## src/rtl/sfr_pkg.sv

```systemverilog
// Shared types and constants for the stuffed frame receiver.
// No dependencies; imported by every module of the block.
package sfr_pkg;

	localparam logic [7:0] FLAG_BYTE   = 8'h7e;
	localparam logic [7:0] ESCAPE_BYTE = 8'h7d;
	localparam logic [7:0] ESC_MASK    = 8'h20;

	localparam logic [1:0] KIND_CMD  = 2'd0;
	localparam logic [1:0] KIND_ACK  = 2'd1;
	localparam logic [1:0] KIND_INFO = 2'd2;

	localparam logic [2:0] EV_PAYLOAD  = 3'd0;
	localparam logic [2:0] EV_CMD_OK   = 3'd1;
	localparam logic [2:0] EV_ACK_OK   = 3'd2;
	localparam logic [2:0] EV_INFO_OK  = 3'd3;
	localparam logic [2:0] EV_INFO_BAD = 3'd4;

	localparam logic [1:0] ACK_RR0  = 2'd0;
	localparam logic [1:0] ACK_RR1  = 2'd1;
	localparam logic [1:0] ACK_REJ0 = 2'd2;
	localparam logic [1:0] ACK_REJ1 = 2'd3;

	localparam logic [2:0] REG_EXPECT_ADDR = 3'd0;
	localparam logic [2:0] REG_EXPECT_CTRL = 3'd1;
	localparam logic [2:0] REG_FRAME_KIND  = 3'd2;
	localparam logic [2:0] REG_RR0         = 3'd3;
	localparam logic [2:0] REG_RR1         = 3'd4;
	localparam logic [2:0] REG_REJ0        = 3'd5;
	localparam logic [2:0] REG_REJ1        = 3'd6;

	typedef enum logic [2:0] {
		PH_HUNT = 3'd0,
		PH_FLAG = 3'd1,
		PH_ADDR = 3'd2,
		PH_CTRL = 3'd3,
		PH_DATA = 3'd4,
		PH_HDR  = 3'd5
	} phase_t;

	typedef struct packed {
		logic [7:0] expect_addr;
		logic [7:0] expect_ctrl;
		logic [1:0] frame_kind;
		logic [7:0] rr0_code;
		logic [7:0] rr1_code;
		logic [7:0] rej0_code;
		logic [7:0] rej1_code;
	} cfg_t;

	typedef struct packed {
		logic [2:0] event_res;
		logic [7:0] payload;
		logic [1:0] ack_kind;
	} result_t;

endpackage

```

## src/rtl/sfr_decode.sv

```systemverilog
// Frame state machine: header checks, destuffing and payload check.
// Depends on sfr_pkg; instantiated by stuffed_frame_receiver.
module sfr_decode (
	input  logic             clk,
	input  logic             arst_n,
	input  logic             step,
	input  logic [7:0]       line_byte,
	input  sfr_pkg::cfg_t    cfg,
	output logic             res_valid,
	output sfr_pkg::result_t res
);
	import sfr_pkg::*;

	phase_t     phase_q, phase_d;
	logic [1:0] ack_seen_q, ack_seen_d;
	logic [7:0] ctrl_seen_q, ctrl_seen_d;
	logic [7:0] held_q, held_d;
	logic       held_valid_q, held_valid_d;
	logic       esc_q, esc_d;
	logic [7:0] check_q, check_d;
	logic       is_flag;
	logic [7:0] data_byte;

	assign is_flag = (line_byte == FLAG_BYTE);

	always_comb begin
		phase_d      = phase_q;
		ack_seen_d   = ack_seen_q;
		ctrl_seen_d  = ctrl_seen_q;
		held_d       = held_q;
		held_valid_d = held_valid_q;
		esc_d        = esc_q;
		check_d      = check_q;
		res_valid    = 1'b0;
		res          = '0;
		data_byte    = esc_q ? (line_byte ^ ESC_MASK) : line_byte;
		case (phase_q)
			PH_HUNT: begin
				if (is_flag) phase_d = PH_FLAG;
			end
			PH_FLAG: begin
				if (is_flag) phase_d = PH_FLAG;
				else if (line_byte == cfg.expect_addr) phase_d = PH_ADDR;
				else phase_d = PH_HUNT;
			end
			PH_ADDR: begin
				if (is_flag) begin
					phase_d = PH_FLAG;
				end else if (cfg.frame_kind == KIND_ACK) begin
					ctrl_seen_d = line_byte;
					phase_d     = PH_CTRL;
					if (line_byte == cfg.rr0_code) ack_seen_d = ACK_RR0;
					else if (line_byte == cfg.rr1_code) ack_seen_d = ACK_RR1;
					else if (line_byte == cfg.rej0_code) ack_seen_d = ACK_REJ0;
					else if (line_byte == cfg.rej1_code) ack_seen_d = ACK_REJ1;
					else phase_d = PH_HUNT;
				end else if (line_byte == cfg.expect_ctrl) begin
					ctrl_seen_d = line_byte;
					phase_d     = PH_CTRL;
				end else begin
					phase_d = PH_HUNT;
				end
			end
			PH_CTRL: begin
				if (is_flag) begin
					phase_d = PH_FLAG;
				end else if (line_byte == (cfg.expect_addr ^ ctrl_seen_q)) begin
					if (cfg.frame_kind == KIND_INFO) begin
						phase_d      = PH_DATA;
						held_d       = '0;
						held_valid_d = 1'b0;
						esc_d        = 1'b0;
						check_d      = '0;
					end else begin
						phase_d = PH_HDR;
					end
				end else begin
					phase_d = PH_HUNT;
				end
			end
			PH_HDR: begin
				phase_d = PH_HUNT;
				if (is_flag) begin
					res_valid = 1'b1;
					if (cfg.frame_kind == KIND_ACK) begin
						res.event_res = EV_ACK_OK;
						res.ack_kind  = ack_seen_q;
					end else begin
						res.event_res = EV_CMD_OK;
					end
				end
			end
			PH_DATA: begin
				if (is_flag) begin
					phase_d       = PH_HUNT;
					held_valid_d  = 1'b0;
					esc_d         = 1'b0;
					res_valid     = 1'b1;
					res.event_res = (held_valid_q && !esc_q && held_q == check_q) ?
						EV_INFO_OK : EV_INFO_BAD;
				end else if (!esc_q && line_byte == ESCAPE_BYTE) begin
					esc_d = 1'b1;
				end else begin
					esc_d        = 1'b0;
					held_d       = data_byte;
					held_valid_d = 1'b1;
					if (held_valid_q) begin
						check_d       = check_q ^ held_q;
						res_valid     = 1'b1;
						res.event_res = EV_PAYLOAD;
						res.payload   = held_q;
					end
				end
			end
			default: begin
				phase_d = PH_HUNT;
			end
		endcase
	end

	always_ff @(posedge clk or negedge arst_n) begin
		if (!arst_n) begin
			phase_q      <= PH_HUNT;
			held_valid_q <= 1'b0;
			esc_q        <= 1'b0;
			ack_seen_q   <= '0;
			ctrl_seen_q  <= '0;
			held_q       <= '0;
			check_q      <= '0;
		end else if (step) begin
			phase_q      <= phase_d;
			held_valid_q <= held_valid_d;
			esc_q        <= esc_d;
			ack_seen_q   <= ack_seen_d;
			ctrl_seen_q  <= ctrl_seen_d;
			held_q       <= held_d;
			check_q      <= check_d;
		end
	end

endmodule

```

## src/rtl/stuffed_frame_receiver.sv

```systemverilog
// Top level of the stuffed frame receiver: config registers and output buffer.
// Depends on sfr_pkg and sfr_decode.
//
// Takes one line byte per clock cycle while in_stall is low. A byte updates
// the frame state at the edge that accepts it, and its result, if any, is
// registered at that edge. A two-entry output buffer sits in front of the
// result channel, so in_stall is a register output (it rises only when both
// entries are full) and never depends on out_stall in the same cycle.
// Payload bytes come out one byte late, since the last byte of a frame is
// its check byte. Configuration writes take effect at the next byte.
module stuffed_frame_receiver (
	input  logic       clk,
	input  logic       arst_n,
	input  logic       cfg_we,
	input  logic [2:0] cfg_index,
	input  logic [7:0] cfg_data,
	input  logic       in_valid,
	output logic       in_stall,
	input  logic [7:0] line_byte,
	output logic       out_valid,
	input  logic       out_stall,
	output logic [2:0] event_res,
	output logic [7:0] payload,
	output logic [1:0] ack_kind
);
	import sfr_pkg::*;

	cfg_t    cfg_q;
	logic    in_fire;
	logic    out_fire;
	logic    new_valid;
	result_t new_res;
	logic    out_valid_q;
	result_t out_q;
	logic    skid_valid_q;
	result_t skid_q;

	always_ff @(posedge clk or negedge arst_n) begin
		if (!arst_n) begin
			cfg_q.expect_addr <= 8'd3;
			cfg_q.expect_ctrl <= 8'd0;
			cfg_q.frame_kind  <= KIND_CMD;
			cfg_q.rr0_code    <= 8'd5;
			cfg_q.rr1_code    <= 8'd133;
			cfg_q.rej0_code   <= 8'd1;
			cfg_q.rej1_code   <= 8'd129;
		end else if (cfg_we) begin
			case (cfg_index)
				REG_EXPECT_ADDR: cfg_q.expect_addr <= cfg_data;
				REG_EXPECT_CTRL: cfg_q.expect_ctrl <= cfg_data;
				REG_FRAME_KIND:  cfg_q.frame_kind  <= cfg_data[1:0];
				REG_RR0:         cfg_q.rr0_code    <= cfg_data;
				REG_RR1:         cfg_q.rr1_code    <= cfg_data;
				REG_REJ0:        cfg_q.rej0_code   <= cfg_data;
				REG_REJ1:        cfg_q.rej1_code   <= cfg_data;
				default: ;
			endcase
		end
	end

	assign in_stall = skid_valid_q;
	assign in_fire  = in_valid && !in_stall;
	assign out_fire = out_valid_q && !out_stall;

	sfr_decode u_decode (
		.clk       (clk),
		.arst_n    (arst_n),
		.step      (in_fire),
		.line_byte (line_byte),
		.cfg       (cfg_q),
		.res_valid (new_valid),
		.res       (new_res)
	);

	always_ff @(posedge clk or negedge arst_n) begin
		if (!arst_n) begin
			out_valid_q  <= 1'b0;
			skid_valid_q <= 1'b0;
		end else if (skid_valid_q) begin
			if (out_fire) skid_valid_q <= 1'b0;
		end else if (in_fire && new_valid) begin
			if (out_valid_q && !out_fire) skid_valid_q <= 1'b1;
			else out_valid_q <= 1'b1;
		end else if (out_fire) begin
			out_valid_q <= 1'b0;
		end
	end

	always_ff @(posedge clk) begin
		if (skid_valid_q) begin
			if (out_fire) out_q <= skid_q;
		end else if (in_fire && new_valid) begin
			if (out_valid_q && !out_fire) skid_q <= new_res;
			else out_q <= new_res;
		end
	end

	assign out_valid = out_valid_q;
	assign event_res = out_q.event_res;
	assign payload   = out_q.payload;
	assign ack_kind  = out_q.ack_kind;

endmodule

```

## config.mk

```make
export PLATFORM = sky130hd
export DESIGN_NAME = stuffed_frame_receiver
export DESIGN_NICKNAME = d
export VERILOG_FILES = /design/src/rtl/sfr_pkg.sv /design/src/rtl/sfr_decode.sv /design/src/rtl/stuffed_frame_receiver.sv
export SDC_FILE = /design/constraint.sdc
export NUM_CORES = 1
export LEC_CHECK = 0
export ABC_AREA = 1
export BUFFER_PORTS_ARGS = -buffer_cell sky130_fd_sc_hd__buf_2
export CORE_ASPECT_RATIO = 2
export CORE_MARGIN = 1.5
export CORE_UTILIZATION = 50
export CTS_CLUSTER_DIAMETER = 60
export CTS_CLUSTER_SIZE = 16
export DETAILED_ROUTE_END_ITERATION = 12
export HOLD_SLACK_MARGIN = 0.15
export PLACE_DENSITY = 0.7
export RECOVER_POWER = 100
export SYNTH_ARGS = -nofsm -noshare
export SYNTH_HDL_FRONTEND = slang
export SYNTH_HIERARCHICAL = 1
export SYNTH_SLANG_ARGS = --single-unit
```

## constraint.sdc

```tcl
create_clock -name clk -period 2.8 [get_ports clk]
set_clock_uncertainty 0.1 [all_clocks]
set_input_delay 0.14 -clock clk [delete_from_list [all_inputs] [get_ports clk]]
set_output_delay 0.14 -clock clk [all_outputs]
set_load 0.1 [all_outputs]
```

# After elaboration in Yosys (flattened, before gate mapping)
# Index checks and enable logic that the tools add are counted.
# totals
ff_bits	109
latch_bits	0
ram_bits	0
mem_bits_ro	0
in_bits	24
memories	0
# op_classes
addsub	0
n_mul	0
div_mod_pow	0
n_lt_le_gt_ge	0
n_eq_ne	35
shifts	0
mux	69
bitwise	5
reduce_logical	35
# ops
operator	n
2-to-1 mux 8 bit	13
== test 8 bit	8
2-to-1 mux 13 bit	4
2-to-1 mux 3 bit	12
one-hot mux 8 bit (2 select lines)	2
2-to-1 mux 2 bit	12
2-to-1 mux 1 bit	19
== test 8 x 7 -> 1 bit, second input constant	2
XOR 8 bit	2
== test 3 bit, second input constant	5
one-hot mux 3 bit (5 select lines)	1
AND reduction 2 bit	7
== test 3 x 2 -> 1 bit, second input constant	4
inequality test 2 bit, second input constant	6
AND reduction 3 bit	4
2-to-1 mux 11 bit	1
inequality test 2 x 1 -> 1 bit, second input constant	5
AND reduction 5 bit	2
AND reduction 8 bit	1
nonzero test 2 bit	4
logical AND 1 bit	7
AND reduction 7 bit	1
== test 3 x 1 -> 1 bit, second input constant	2
logical NOT 3 bit	2
other kinds (11)	18

# Depth between registers and ports, before layout
# Gate-level depths: netlist of run 1.
# logic_depth
depth_word	9
mapped_depth	14
mapped_depth_nobuf	13

# Hierarchy
# The synthesis of run 1 kept the hierarchy.
# by_module_without_submodules
module	instances	cells_per_inst	area_each_um2	seq_area_each_um2
stuffed_frame_receiver	1	311	3123.0	2094.5
sfr_decode	1	462	2931.6	775.7

# Worst setup path before layout of run 1
# Ideal clock, no wire load.
# synth_timing
path_kind	register to register
from	register skid_valid_q (netlist: in_stall)
to	register out_q (netlist bit ack_kind[0]) (enable)
setup_time_ps	403
arrival_time_ps	2333
required_time_ps	2297
setup_slack_ps	-36
path_stages_with_launch	4
synth_period_minus_slack_ps	2836
path_cell_list	dfrtp_1 -> clkbuf_1 -> nand2_1 -> a21boi_0
# synth_between
elab_chain_cells	5
# synth_lines
element	line_no	rtl
start: declaration	stuffed_frame_receiver.sv:35	logic skid_valid_q;
start signal: assignment	stuffed_frame_receiver.sv:78	skid_valid_q <= 1'b0;
start signal: assignment	stuffed_frame_receiver.sv:80	if (out_fire) skid_valid_q <= 1'b0;
start signal: assignment	stuffed_frame_receiver.sv:82	if (out_valid_q && !out_fire) skid_valid_q <= 1'b1;
logical NOT 1 bit	stuffed_frame_receiver.sv:62	assign in_fire = in_valid && !in_stall;
logical AND 1 bit	stuffed_frame_receiver.sv:62	
logical AND 1 bit	stuffed_frame_receiver.sv:92	end else if (in_fire && new_valid) begin
nonzero test 2 bit (no line)	n/a	
AND reduction 3 bit (no line) *	n/a	
end signal: assignment	stuffed_frame_receiver.sv:91	if (out_fire) out_q <= skid_q;
end signal: assignment	stuffed_frame_receiver.sv:94	else out_q <= new_res;
end: declaration	stuffed_frame_receiver.sv:34	result_t out_q;
# Every way passes the cells marked *; elsewhere a longest branch is shown, timed or not.
# A chain may end at the register's enable or synchronous reset.

# Worst setup path in the final report of run 1
# layout_timing
from	input line_byte[1]
to	register out_valid_q (netlist: out_valid)
# layout_between
elab_chain_cells	8
# layout_lines
element	line_no	rtl
start: declaration	stuffed_frame_receiver.sv:19	input logic [7:0] line_byte,
== test 8 x 7 -> 1 bit	sfr_decode.sv:101	end else if (!esc_q && line_byte == ESCAPE_BYTE) begin
logical AND 1 bit	sfr_decode.sv:101	
2-to-1 mux 1 bit	sfr_decode.sv:101	
2-to-1 mux 1 bit	sfr_decode.sv:94	if (is_flag) begin
one-hot mux 1 bit (2 select lines) *	sfr_decode.sv:37	case (phase_q)
named net new_valid	stuffed_frame_receiver.sv:31	logic new_valid;
logical AND 1 bit *	stuffed_frame_receiver.sv:81	end else if (in_fire && new_valid) begin
inequality test 2 bit (no line) / nonzero test 2 bit (equally long branches)	n/a	
AND reduction 3 bit (no line)	n/a	
end signal: assignment	stuffed_frame_receiver.sv:77	out_valid_q <= 1'b0;
end signal: assignment	stuffed_frame_receiver.sv:83	else out_valid_q <= 1'b1;
end signal: assignment	stuffed_frame_receiver.sv:85	out_valid_q <= 1'b0;
end: declaration	stuffed_frame_receiver.sv:33	logic out_valid_q;
# Mark *: on every way through the listed nets, which the timed path passes. The rest lies on a longest branch.

==> qor.csv, run 1 <==
stage,metric,value,unit
run_status,status,finished with violations,
run_status,failing checks,"max-capacitance violations, max-slew violations",
die,chip height,158.6,um
routing,vias,5124,
setup_path,slowest cell delay on critical path,550,ps
routing,Final Routed Wirelength,14770,um
synthesis,synthesized area per cell,7.833,um2
die,FP Rows,56,
global_route,first-pass GRT wire length,24610,um
routing,DR iter-0 viols,257,
clock_tree,Max H-tree Level,3,
place,global placement routability congestion,0.9857,
setup_path,worst path buffer plus inverter count,5,
clock_tree,setup repair bufs after CTS,0,
final_layout,antenna cells,0,
setup_path,Critical Path Sink Type,register,
setup_path,Crit Path Category,primary input to register,
synthesis,"Primary FF master, synth",dfrtp_1,
global_route,antenna violations before repair,0,
clock_tree,CTS tree,done,
routing,# DRC,0,
pwr,Worst IR Drop VDD,0.0004584,V
global_route,GRT Util Overall,0.2546,
place,HPWL after DPL,11370,um
global_route,number of global-route vias before repair,5252,
setup_path,crit-path max FO,8,
place,I/O Buffers,38,
routing,DR pass1 iterations,5,
setup_path,slowest CP cell,dlygate4sd3_1,
sta,Final Setup Violations,0,
die,initial core utilization,0.5143,
synthesis,number of synthesized register bits,109,
global_route,grt total ovfl,0,
pwr,leakage power,0.003404,uW
sta,RSZ-0062 raised after global routing,no,
clock_tree,Clock transition at path regs,70,ps
pwr,Logic pwr share,0.260,
synthesis,area of the mapped netlist,6055,um2
global_route,largest net degree at the start of global routing,84,
sta,Slew Limit Headroom,-0.3578,
final_layout,Final nets,860,
pwr,Clock Power Share,0.263,
synthesis,"EDFF count, synth",26,
min_path,Hold Path Class,primary input to register,
sta,max frequency,383.0,MHz
synthesis,yosys warns,6,
sta,Final min period,2611,ps
pwr,P_sw,1581,uW
die,overall die area,12820,um2
sta,post-route clock period utilization,0.9324,
synthesis,"Seq/Total Area, Yosys",0.4741,
final_layout,Syn-to-layout area delta,12.09,%
routing,post-route ant nets,0,
die,core area,11770,um2
pwr,pwr dens,667.8,nW/um2
synthesis,fraction of registers with async set or reset after synthesis,0.7615,
setup_path,WP data required,2990,ps
pwr,Flop pwr share,0.477,
pwr,Switching Share,0.3489,
clock_tree,clk root buf,clkbuf_16,
clock_tree,CTS Buffer Depth,2,
clock_tree,Clock Latency Late Sink,350,ps
setup_path,Worst setup SP type,primary input,
routing,Vias/cell,5.197,
pwr,Internal,2951,uW
setup_path,crit-path leading delay family,buffers and inverters,
final_layout,fin util,0.5765,
sta,Setup TNS,0,ps
routing,WL per Instance,14.98,um
synthesis,synthesized instance count,773,
die,Die W,80.81,um
sta,final hold viol count,0,
setup_path,CP Data Arrival Time,2800,ps
clock_tree,Num CTS Buffers,9,
setup_path,CP cell instances,dlygate4sd3_1 -> buf_2 -> inv_8 -> nor3_2 -> nand2_1 -> nor4_2 -> inv_1 -> o21ai_0 -> nand3_1 -> nand3_1 -> dlygate4sd3_1,
place,DP Area,6329,um2
sta,Final Slew Violations,107,
die,num ports,39,
final_layout,post-route cell area,6787,um2
sta,worst-margin pin slew,2037,ps
synthesis,Netlist cell types,41,
final_layout,layout cells sized above 1,0.1284,
synthesis,syn_nets,797,
clock_tree,clock sink count,109,
flow_run,max_cap viols,2,
[Yosys cell counts, types with 2 or more instances]
master    count  area [um2]
a21oi_1       5       25.02
buf_2         5       25.02
buf_6        11       123.9
clkbuf_1      3       11.26
dfrtp_1      73        1827
dfstp_2      10       262.8
edfxtp_1     26       780.8
inv_1        61       229.0
inv_2         7       26.28
inv_4         4       25.02
inv_6         2       17.52
nand2_1     350        1314
nand2_2      22       137.6
nand2_4       3       33.78
nand3_1      53       265.3
nand3b_1      6       45.04
nand4_1      12       75.07
nor2_1       36       135.1
nor2_2        3       18.77
nor2_4        8       90.09
nor3_1        3       15.01
nor3_4        2       32.53
nor3b_1       8       60.06
o21ai_0       9       45.04
o21ai_1       9       45.04
or2_2         3       18.77
xnor2_1      13       113.9
xor2_1       13       113.9
[logic make-up (layout without fill, tap and decap cells)]
family                 Yosys count  in the layout  synth area share
AND/OR/NAND/NOR                514            514            0.3798
flip-flops                     109            109            0.4741
buffers and inverters           95            163           0.07832
AO/OA/AOI/OAI                   29             29           0.03017
XOR/XNOR                        26             26           0.03761
[flip-flops by register name (all words and copies together), names as in the netlist]
name,cells
skid_q,13
u_decode/ack_seen_q,2
u_decode/esc_q,1
payload,8
out_valid,1
event_res,3
in_stall,1
u_decode/held_valid_q,1
u_decode/check_q,8
ack_kind,2
u_decode/held_q,8
u_decode/phase_q,3
cfg_q,50
u_decode/ctrl_seen_q,8
[worst register-to-register path: stages (launching register included)]
cell,delay (ps)
dfrtp_1,420
inv_1,70
nand2_1,60
nand2_1,170
nand2_1,70
nand2_1,80
nand2_1,50
nor2_1,200
nand2_2,120
o21bai_2,460
clkbuf_1,350
nand4_1,150
nand2_1,80
[stage by stage]
| stage | power, uW | hold slack (ps) | cells | worst slack (ps) |
|---|---|---|---|---|
| 2_1_floorplan | 3021 | -255.6 | 773 | 306.5 |
| 3_3_place_gp | 3307 | 280.9 | 945 | 388.5 |
| 3_5_place_dp | 3344 | 278.7 | 945 | 341.1 |
| 4_1_cts | 4566 | 150.1 | 986 | 132.3 |
| 5_1_grt | 4800 | 184.2 | 986 | 18.67 |
| 6_report | 4532 | 162.9 | 986 | 189.3 |
[what timing repair did]
item	CTS	global route
hold buffers	25	0
endpoints found under the hold margin	135	0
gates resized for setup	0	1
endpoints found under the setup margin	0	27
[metal layers]
metal / up-vias / share of wire / GRT usage / routed length, um
li1: 2548 / - / - / -
met1: 2358 / 0.35 / 0.2450 / 5132
met2: 157 / 0.56 / 0.4821 / 8233
met3: 61 / 0.029 / 0.03324 / 430
met4: 0 / 0.066 / 0.1700 / 974
met5: - / 0 / 0 / 0
[layout by cell type (no fill, tap or decap), types with 18 or more instances in the layout]
| master | n |
|---|---|
| clkbuf_1 | 19 |
| dfrtp_1 | 73 |
| dlygate4sd3_1 | 25 |
| edfxtp_1 | 26 |
| inv_1 | 61 |
| nand2_2 | 18 |
| nand2_1 | 355 |
| nand3_1 | 53 |
| nor2_1 | 39 |
| buf_2 | 20 |
[area by class of cell]
type / instances / area, um2
Clock buffer: 11 / 242.7
Clock inverter: 5 / 33.78
Fill cell: 1149 / 4985
Inverter: 76 / 314.1
Multi-Input combinational cell: 569 / 2669
Sequential cell: 109 / 2870
Tap cell: 145 / 181.4
Timing Repair Buffer: 71 / 475.5
[power groups by stage]
stage,sequential (uW),combinational [uW],clock [uW]
global placement,2180,1130,0
global route,2190,1330,1280
detailed placement,2190,1160,0
finish,2160,1180,1190
floorplan,2220,798,0
CTS,2160,1190,1220
[path summary, 6_finish.rpt]
check / startpoint / endpoint / slack, ps / depth (start not counted)
hold reg to reg: cfg_q[18] / cfg_q[18] / 380 / 2
min in group asynchronous: arst_n / cfg_q[15] / 800 / 2
setup reg to reg: cfg_q[48] / u_decode/held_q[0] / 340 / 12
hold / removal: cfg_index[1] / cfg_q[35] / 160 / 4
max in group asynchronous: arst_n / u_decode/check_q[2] / 590 / 2
setup / recovery: line_byte[1] / out_valid / 190 / 11
Note: power is estimated with default switching activity, not from simulation.
==> run 2, diff against run 1 <==
--- a/config.mk
+++ b/config.mk
@@ -9,14 +9,14 @@
 export BUFFER_PORTS_ARGS = -buffer_cell sky130_fd_sc_hd__buf_2
 export CORE_ASPECT_RATIO = 2
 export CORE_MARGIN = 1.5
-export CORE_UTILIZATION = 50
+export CORE_UTILIZATION = 25
 export CTS_CLUSTER_DIAMETER = 60
 export CTS_CLUSTER_SIZE = 16
 export DETAILED_ROUTE_END_ITERATION = 12
 export HOLD_SLACK_MARGIN = 0.15
-export PLACE_DENSITY = 0.7
 export RECOVER_POWER = 100
 export SYNTH_ARGS = -nofsm -noshare
 export SYNTH_HDL_FRONTEND = slang
 export SYNTH_HIERARCHICAL = 1
 export SYNTH_SLANG_ARGS = --single-unit
+export TNS_END_PERCENT = 1
==> qor.csv, run 2 (synthesized netlist as in run 1, its figures left out) <==
stage,metric,value,unit,change
setup_path,crit-path max FO,8,,unchanged
run_status,status,finished with violations,,
flow_run,max_cap viols,1,,-1
clock_tree,CTS tree,done,,
clock_tree,Clock Latency Late Sink,370,ps,+20 ps
die,num ports,39,,unchanged
final_layout,"most common cell after layout, fill and taps aside",nand2_1,,
die,core area,23820,um2,+100%
place,global placement routability congestion,0.8793,,-11%
die,Die W,113.0,um,+40%
clock_tree,clk root buf,clkbuf_16,,
sta,RSZ-0062 raised after global routing,no,,
final_layout,max FFs per register,50,,unchanged
die,initial core utilization,0.2541,,-0.2602
final_layout,Final nets,867,,+0.81%
routing,Vias/cell,4.404,,-15%
final_layout,layout cells sized above 1,0.1285,,about the same
routing,post-route ant nets,0,,unchanged
setup_path,Worst setup SP type,primary input,,
pwr,pwr dens,659.5,nW/um2,-1.2%
sta,Setup TNS,0,ps,unchanged
routing,vias,4999,,-2.4%
sta,max frequency,394.4,MHz,+3.0%
place,HPWL after DPL,13160,um,+16%
routing,WL per Instance,14.62,um,-2.4%
sta,worst-margin pin slew,1930,ps,-107.2 ps
routing,Final Routed Wirelength,16590,um,+12%
pwr,Pwr Total,4635,uW,+2.3%
pwr,leakage power,0.003407,uW,about the same
final_layout,Sequential Area,2870,um2,unchanged
die,chip height,223.1,um,+41%
final_layout,Largest Register,cfg_q,,
final_layout,most frequent cells in the layout,"nand2_1, dfrtp_1, inv_1",,
global_route,first-pass GRT wire length,26300,um,+6.9%
global_route,grt total ovfl,0,,unchanged
clock_tree,Max H-tree Level,3,,unchanged
setup_path,Crit Path Category,primary input to register,,
sta,Final min period,2536,ps,-75.15 ps
sta,Final Slew Violations,84,,-21%
setup_path,WP data required,3000,ps,about the same
final_layout,Fillers,2566,,+120%
setup_path,Critical Path Sink Type,register,,
place,DP Area,6556,um2,+3.6%
clock_tree,Clock transition at path regs,70,ps,about the same
global_route,GRT Util Overall,0.1386,,-0.1160
min_path,Hold Path Class,primary input to register,,
clock_tree,Num CTS Buffers,9,,unchanged
clock_tree,clock sink count,109,,unchanged
die,overall die area,25220,um2,+97%
run_status,failing checks,"max-capacitance violations, max-slew violations",,
sta,post-route clock period utilization,0.9055,,-0.02684
routing,DR pass1 iterations,4,,-1
global_route,largest net degree at the start of global routing,84,,unchanged
final_layout,area taken by multi-input logic gates,2666,um2,about the same
global_route,number of global-route vias before repair,5025,,-4.3%
die,FP Rows,80,,+43%
final_layout,Non-Filler Instances,1135,,+15%
place,I/O Buffers,38,,unchanged
final_layout,antenna cells,0,,unchanged
sta,final hold viol count,0,,unchanged
place,post-placement cell count,1092,,+16%
global_route,antenna violations before repair,0,,unchanged
setup_path,CP Data Arrival Time,2740,ps,-60 ps
sta,Final Setup Violations,0,,unchanged
routing,DR iter-0 viols,295,,+15%
routing,# DRC,0,,unchanged
pwr,Worst IR Drop VDD,0.0003251,V,-29%
final_layout,Regs by FF count,"cfg_q: 50 flops, skid_q: 13 flops",,
sta,Slew Limit Headroom,-0.2864,,+0.07143
final_layout,post-route cell area,7028,um2,+3.6%
clock_tree,CTS Buffer Depth,2,,unchanged
final_layout,Syn-to-layout area delta,16.08,%,
[run 2: changes by cell type in the layout (fill, tap and decap cells not counted), moves of 2 or more]
cell	previous run	this run
clkinv_2	2	0
clkinv_1	0	2
nand2_1	355	358
nand2_4	2	0
inv_4	6	4
clkbuf_4	1	3
dlygate4sd3_1	25	27
[run 2: where the power goes]
part           internal [uW]  switching [uW]  total (uW)
Clock                    691             592        1280
Sequential              1910             240        2150
Combinational            415             784        1200
Total                   3020            1620        4640
[run 2: area by class of cell]
type,instances,share of cell area
Clock inverter,6,0.008724
Sequential cell,109,0.4084
Tap cell,287,0.05109
Multi-Input combinational cell,569,0.3794
Inverter,76,0.04469
Timing Repair Buffer,78,0.07513
Clock buffer,10,0.03258
[run 2: through the flow]
stage / utilization / hold WS (ps) / setup WS, ps
2_1_floorplan: - / -255.6 / 306.5
3_3_place_gp: 0.2752 / 110.2 / 411.5
3_5_place_dp: 0.2752 / 112.0 / 371.9
4_1_cts: 0.2987 / 155.3 / 128.9
5_1_grt: 0.2950 / 185.2 / 24.46
6_report: 0.2950 / 158.7 / 264.5
[run 2: path summary, 6_finish.rpt]
check	cells past startpoint	from	slack [ps]	endpoint
max	11	line_byte[1]	260	out_valid
min	4	line_byte[7]	160	u_decode/held_q[7]
max reg2reg	8	u_decode/phase_q[1]	510	out_valid
min reg2reg	2	cfg_q[42]	380	cfg_q[42]
max in group asynchronous	3	arst_n	580	cfg_q[11]
min in group asynchronous	3	arst_n	850	u_decode/ctrl_seen_q[7]
[run 2: worst max-delay path, stage by stage]
cell,delay (ps)
dlygate4sd3_1,550
buf_2,270
inv_8,60
nor3_2,290
nand2_1,210
nor4_2,210
inv_1,80
o21ai_0,80
nand3_1,160
nand3_1,120
dlygate4sd3_1,550
[run 2: repair_timing]
action | 4_1_cts | 5_1_grt
resized for setup | 0 | 1
endpoints found under the hold margin | 145 | 0
endpoints found under the setup margin | 0 | 14
buffers inserted | 0 | 0
hold buffers | 27 | 0
[run 2: layer usage]
layer | global-route usage | wire, um | vias up
met5 | 0 | 0 | -
met3 | 0.01983 | 395 | 41
met4 | 0.1097 | 1159 | 0
li1 | - | - | 2561
met2 | 0.2739 | 9725 | 102
met1 | 0.1188 | 5308 | 2295
==> run 3, diff against run 2 <==
--- a/config.mk
+++ b/config.mk
@@ -17,6 +17,5 @@
 export RECOVER_POWER = 100
 export SYNTH_ARGS = -nofsm -noshare
 export SYNTH_HDL_FRONTEND = slang
-export SYNTH_HIERARCHICAL = 1
 export SYNTH_SLANG_ARGS = --single-unit
 export TNS_END_PERCENT = 1
==> qor.csv, run 3 <==
stage,metric,value,unit,change
run_status,status,finished clean,,
clock_tree,clock sink count,109,,unchanged
synthesis,"top cells by count, synth","nand2_1, inv_1, dfrtp_1, o21ai_0, nor2_1",,
place,DP Worst Slack,433.5,ps,+61.66 ps
min_path,Hold Path Class,register to register,,
clock_tree,Num CTS Buffers,9,,unchanged
die,initial core utilization,0.2546,,+0.0004453
setup_path,Reg2Reg Launch Point,in_stall,,
sta,final hold viol count,0,,unchanged
final_layout,Largest Register,cfg_q,,
flow_run,max_cap viols,0,,-1
clock_tree,clk root buf,clkbuf_16,,
final_layout,Final nets,825,,-4.8%
synthesis,post-synthesis cell type with the largest combined area,dfrtp_1,,
final_layout,layout cells sized above 1,0.1055,,-0.02308
setup_path,crit-path max FO,10,,+2
pwr,Pwr Total,5710,uW,+23%
sta,Final min period,2542,ps,+6.244 ps
clock_tree,CTS tree,done,,
die,core area,22740,um2,-4.5%
routing,Vias/cell,4.239,,-3.7%
min_path,min-delay src,cfg_q[2],,
synthesis,"Primary FF master, synth",dfrtp_1,,
sta,Final Setup Violations,0,,unchanged
routing,Final Routed Wirelength,14120,um,-15%
routing,vias,4604,,-7.9%
sta,Final WS setup,258.3,ps,-6.244 ps
setup_path,R2R Path End,skid_q[3],,
sta,Final Slew Violations,0,,-100%
global_route,first-pass GRT wire length,22960,um,-13%
sta,RSZ-0062 raised after global routing,no,,
final_layout,"most common cell after layout, fill and taps aside",nand2_1,,
sta,Setup TNS,0,ps,unchanged
place,HPWL after DPL,10900,um,-17%
synthesis,fraction of registers with async set or reset after synthesis,0.7615,,unchanged
synthesis,Synth area leaders,"dfrtp_1, nand2_1, edfxtp_1, inv_1, o21ai_0",,
die,overall die area,24130,um2,-4.3%
sta,Slew Limit Headroom,0.1974,,+0.4838
pwr,Worst IR Drop VDD,0.0003474,V,+6.8%
setup_path,reg2reg setup slack,460,ps,-50 ps
synthesis,"Seq/Total Area, Yosys",0.4958,,+0.02172
global_route,GRT Util Overall,0.1237,,-0.01491
die,num ports,39,,unchanged
setup_path,Crit Path Category,primary input to register,,
min_path,hold endpoint,cfg_q[2],,
clock_tree,Post-CTS Resized,0,,unchanged
min_path,Worst Hold Depth,2,,-2
setup_path,WP data required,2780,ps,-220 ps
final_layout,fin util,0.2937,,-0.001295
setup_path,CP Data Arrival Time,2520,ps,-220 ps
final_layout,Syn-to-layout area delta,15.37,%,
synthesis,yosys warns,0,,-6
clock_tree,# hold bufs at CTS,23,,-15%
synthesis,area of the mapped netlist,5789,um2,-4.4%
synthesis,Netlist cell types,38,,-7.3%
synthesis,number of synthesized register bits,109,,unchanged
global_route,number of global-route vias before repair,4545,,-9.6%
routing,WL per Instance,13.00,um,-11%
routing,# DRC,0,,unchanged
sta,max frequency,393.4,MHz,-0.25%
synthesis,Synth top area share,0.3155,,+0.01382
final_layout,Regs by FF count,"cfg_q: 50 flops, skid_q: 13 flops",,
clock_tree,CTS Buffer Depth,2,,unchanged
die,FP Rows,78,,-2.5%
final_layout,antenna cells,0,,unchanged
clock_tree,Clock Latency Late Sink,370,ps,about the same
global_route,antenna violations before repair,0,,unchanged
clock_tree,setup repair bufs after CTS,0,,unchanged
pwr,pwr dens,854.9,nW/um2,+30%
setup_path,Critical Path Sink Type,register,,
synthesis,most common cell in the netlist,nand2_1,,
synthesis,synthesized area per cell,7.792,um2,-0.52%
clock_tree,Max H-tree Level,3,,unchanged
place,I/O Buffers,38,,unchanged
die,chip height,218.2,um,-2.2%
die,Die W,110.6,um,-2.2%
routing,DR pass1 iterations,4,,unchanged
setup_path,Worst R2R Path Depth,6,,-2
pwr,leakage power,0.003279,uW,-3.7%
routing,DR iter-0 viols,202,,-32%
place,global placement routability congestion,0.8315,,-5.4%
synthesis,synthesized instance count,743,,-3.9%
sta,worst-margin pin slew,1209,ps,-720.4 ps
final_layout,most frequent cells in the layout,"nand2_1, inv_1, o21ai_0",,
clock_tree,Clock transition at path regs,70,ps,about the same
setup_path,Worst setup SP type,primary input,,
final_layout,max FFs per register,50,,unchanged
synthesis,"EDFF count, synth",26,,unchanged
global_route,largest net degree at the start of global routing,45,,-46%
sta,post-route clock period utilization,0.9078,,+0.002230
synthesis,syn_nets,767,,-3.8%
global_route,grt total ovfl,0,,unchanged
routing,post-route ant nets,0,,unchanged
## run 3: layout make-up
type | count | area [um2]
Multi-Input combinational cell | 516 | 2354
Inverter | 98 | 367.9
Clock buffer | 12 | 267.8
Fill cell | 2451 | 16060
Sequential cell | 109 | 2870
Timing Repair Buffer | 67 | 439.2
Tap cell | 280 | 350.3
Clock inverter | 4 | 30.03
## run 3: power breakdown
part | switching [uW] | internal (uW) | leakage (uW)
sequential | 263 | 2090 | 0.00124
combinational | 1550 | 504 | 0.00189
clock | 611 | 688 | 0.000150
total | 2430 | 3280 | 0.00328
## run 3: cells by family after synthesis
kind of cell           Yosys count  share of synthesized area
AO/OA/AOI/OAI                   98                    0.09812
AND/OR/NAND/NOR                401                     0.2952
flip-flops                     109                     0.4958
XOR/XNOR                        17                    0.02572
buffers and inverters          118                    0.08515
## run 3: worst max path at each step
stage / from / endpoint / cells after the start
after floorplan: in_stall / ack_kind[0] / 3
after global placement: line_byte[1] / skid_q[3] / 10
after detailed placement: in_stall / skid_q[3] / 6
after CTS: line_byte[1] / skid_q[3] / 11
after global routing: line_byte[1] / skid_q[3] / 11
final: line_byte[1] / skid_q[3] / 11
## run 3: critical path, cell delays in order
cell	delay, ps
dlygate4sd3_1	530
buf_2	230
inv_1	130
nor3_1	270
nand2_2	190
inv_2	140
nand2_1	70
inv_1	80
o21ai_1	120
nor2_1	360
buf_4	260
## run 3: metrics by stage
step	hold WS, ps	cells	instance area, um2
detailed placement	102.3	1047	6265
CTS	254.2	1086	6793
global placement	100.2	1047	6265
floorplan	-255.6	743	5789
global route	421.7	1086	6679
finish	402.3	1086	6679
## run 3: metal layers
metal  track usage  up-vias  part of all wire
met5             0        -                 0
li1              -     2430                 -
met4       0.05769        0             0.030
met1        0.1156     2092              0.37
met2        0.2514       61              0.58
met3       0.02357       21             0.022
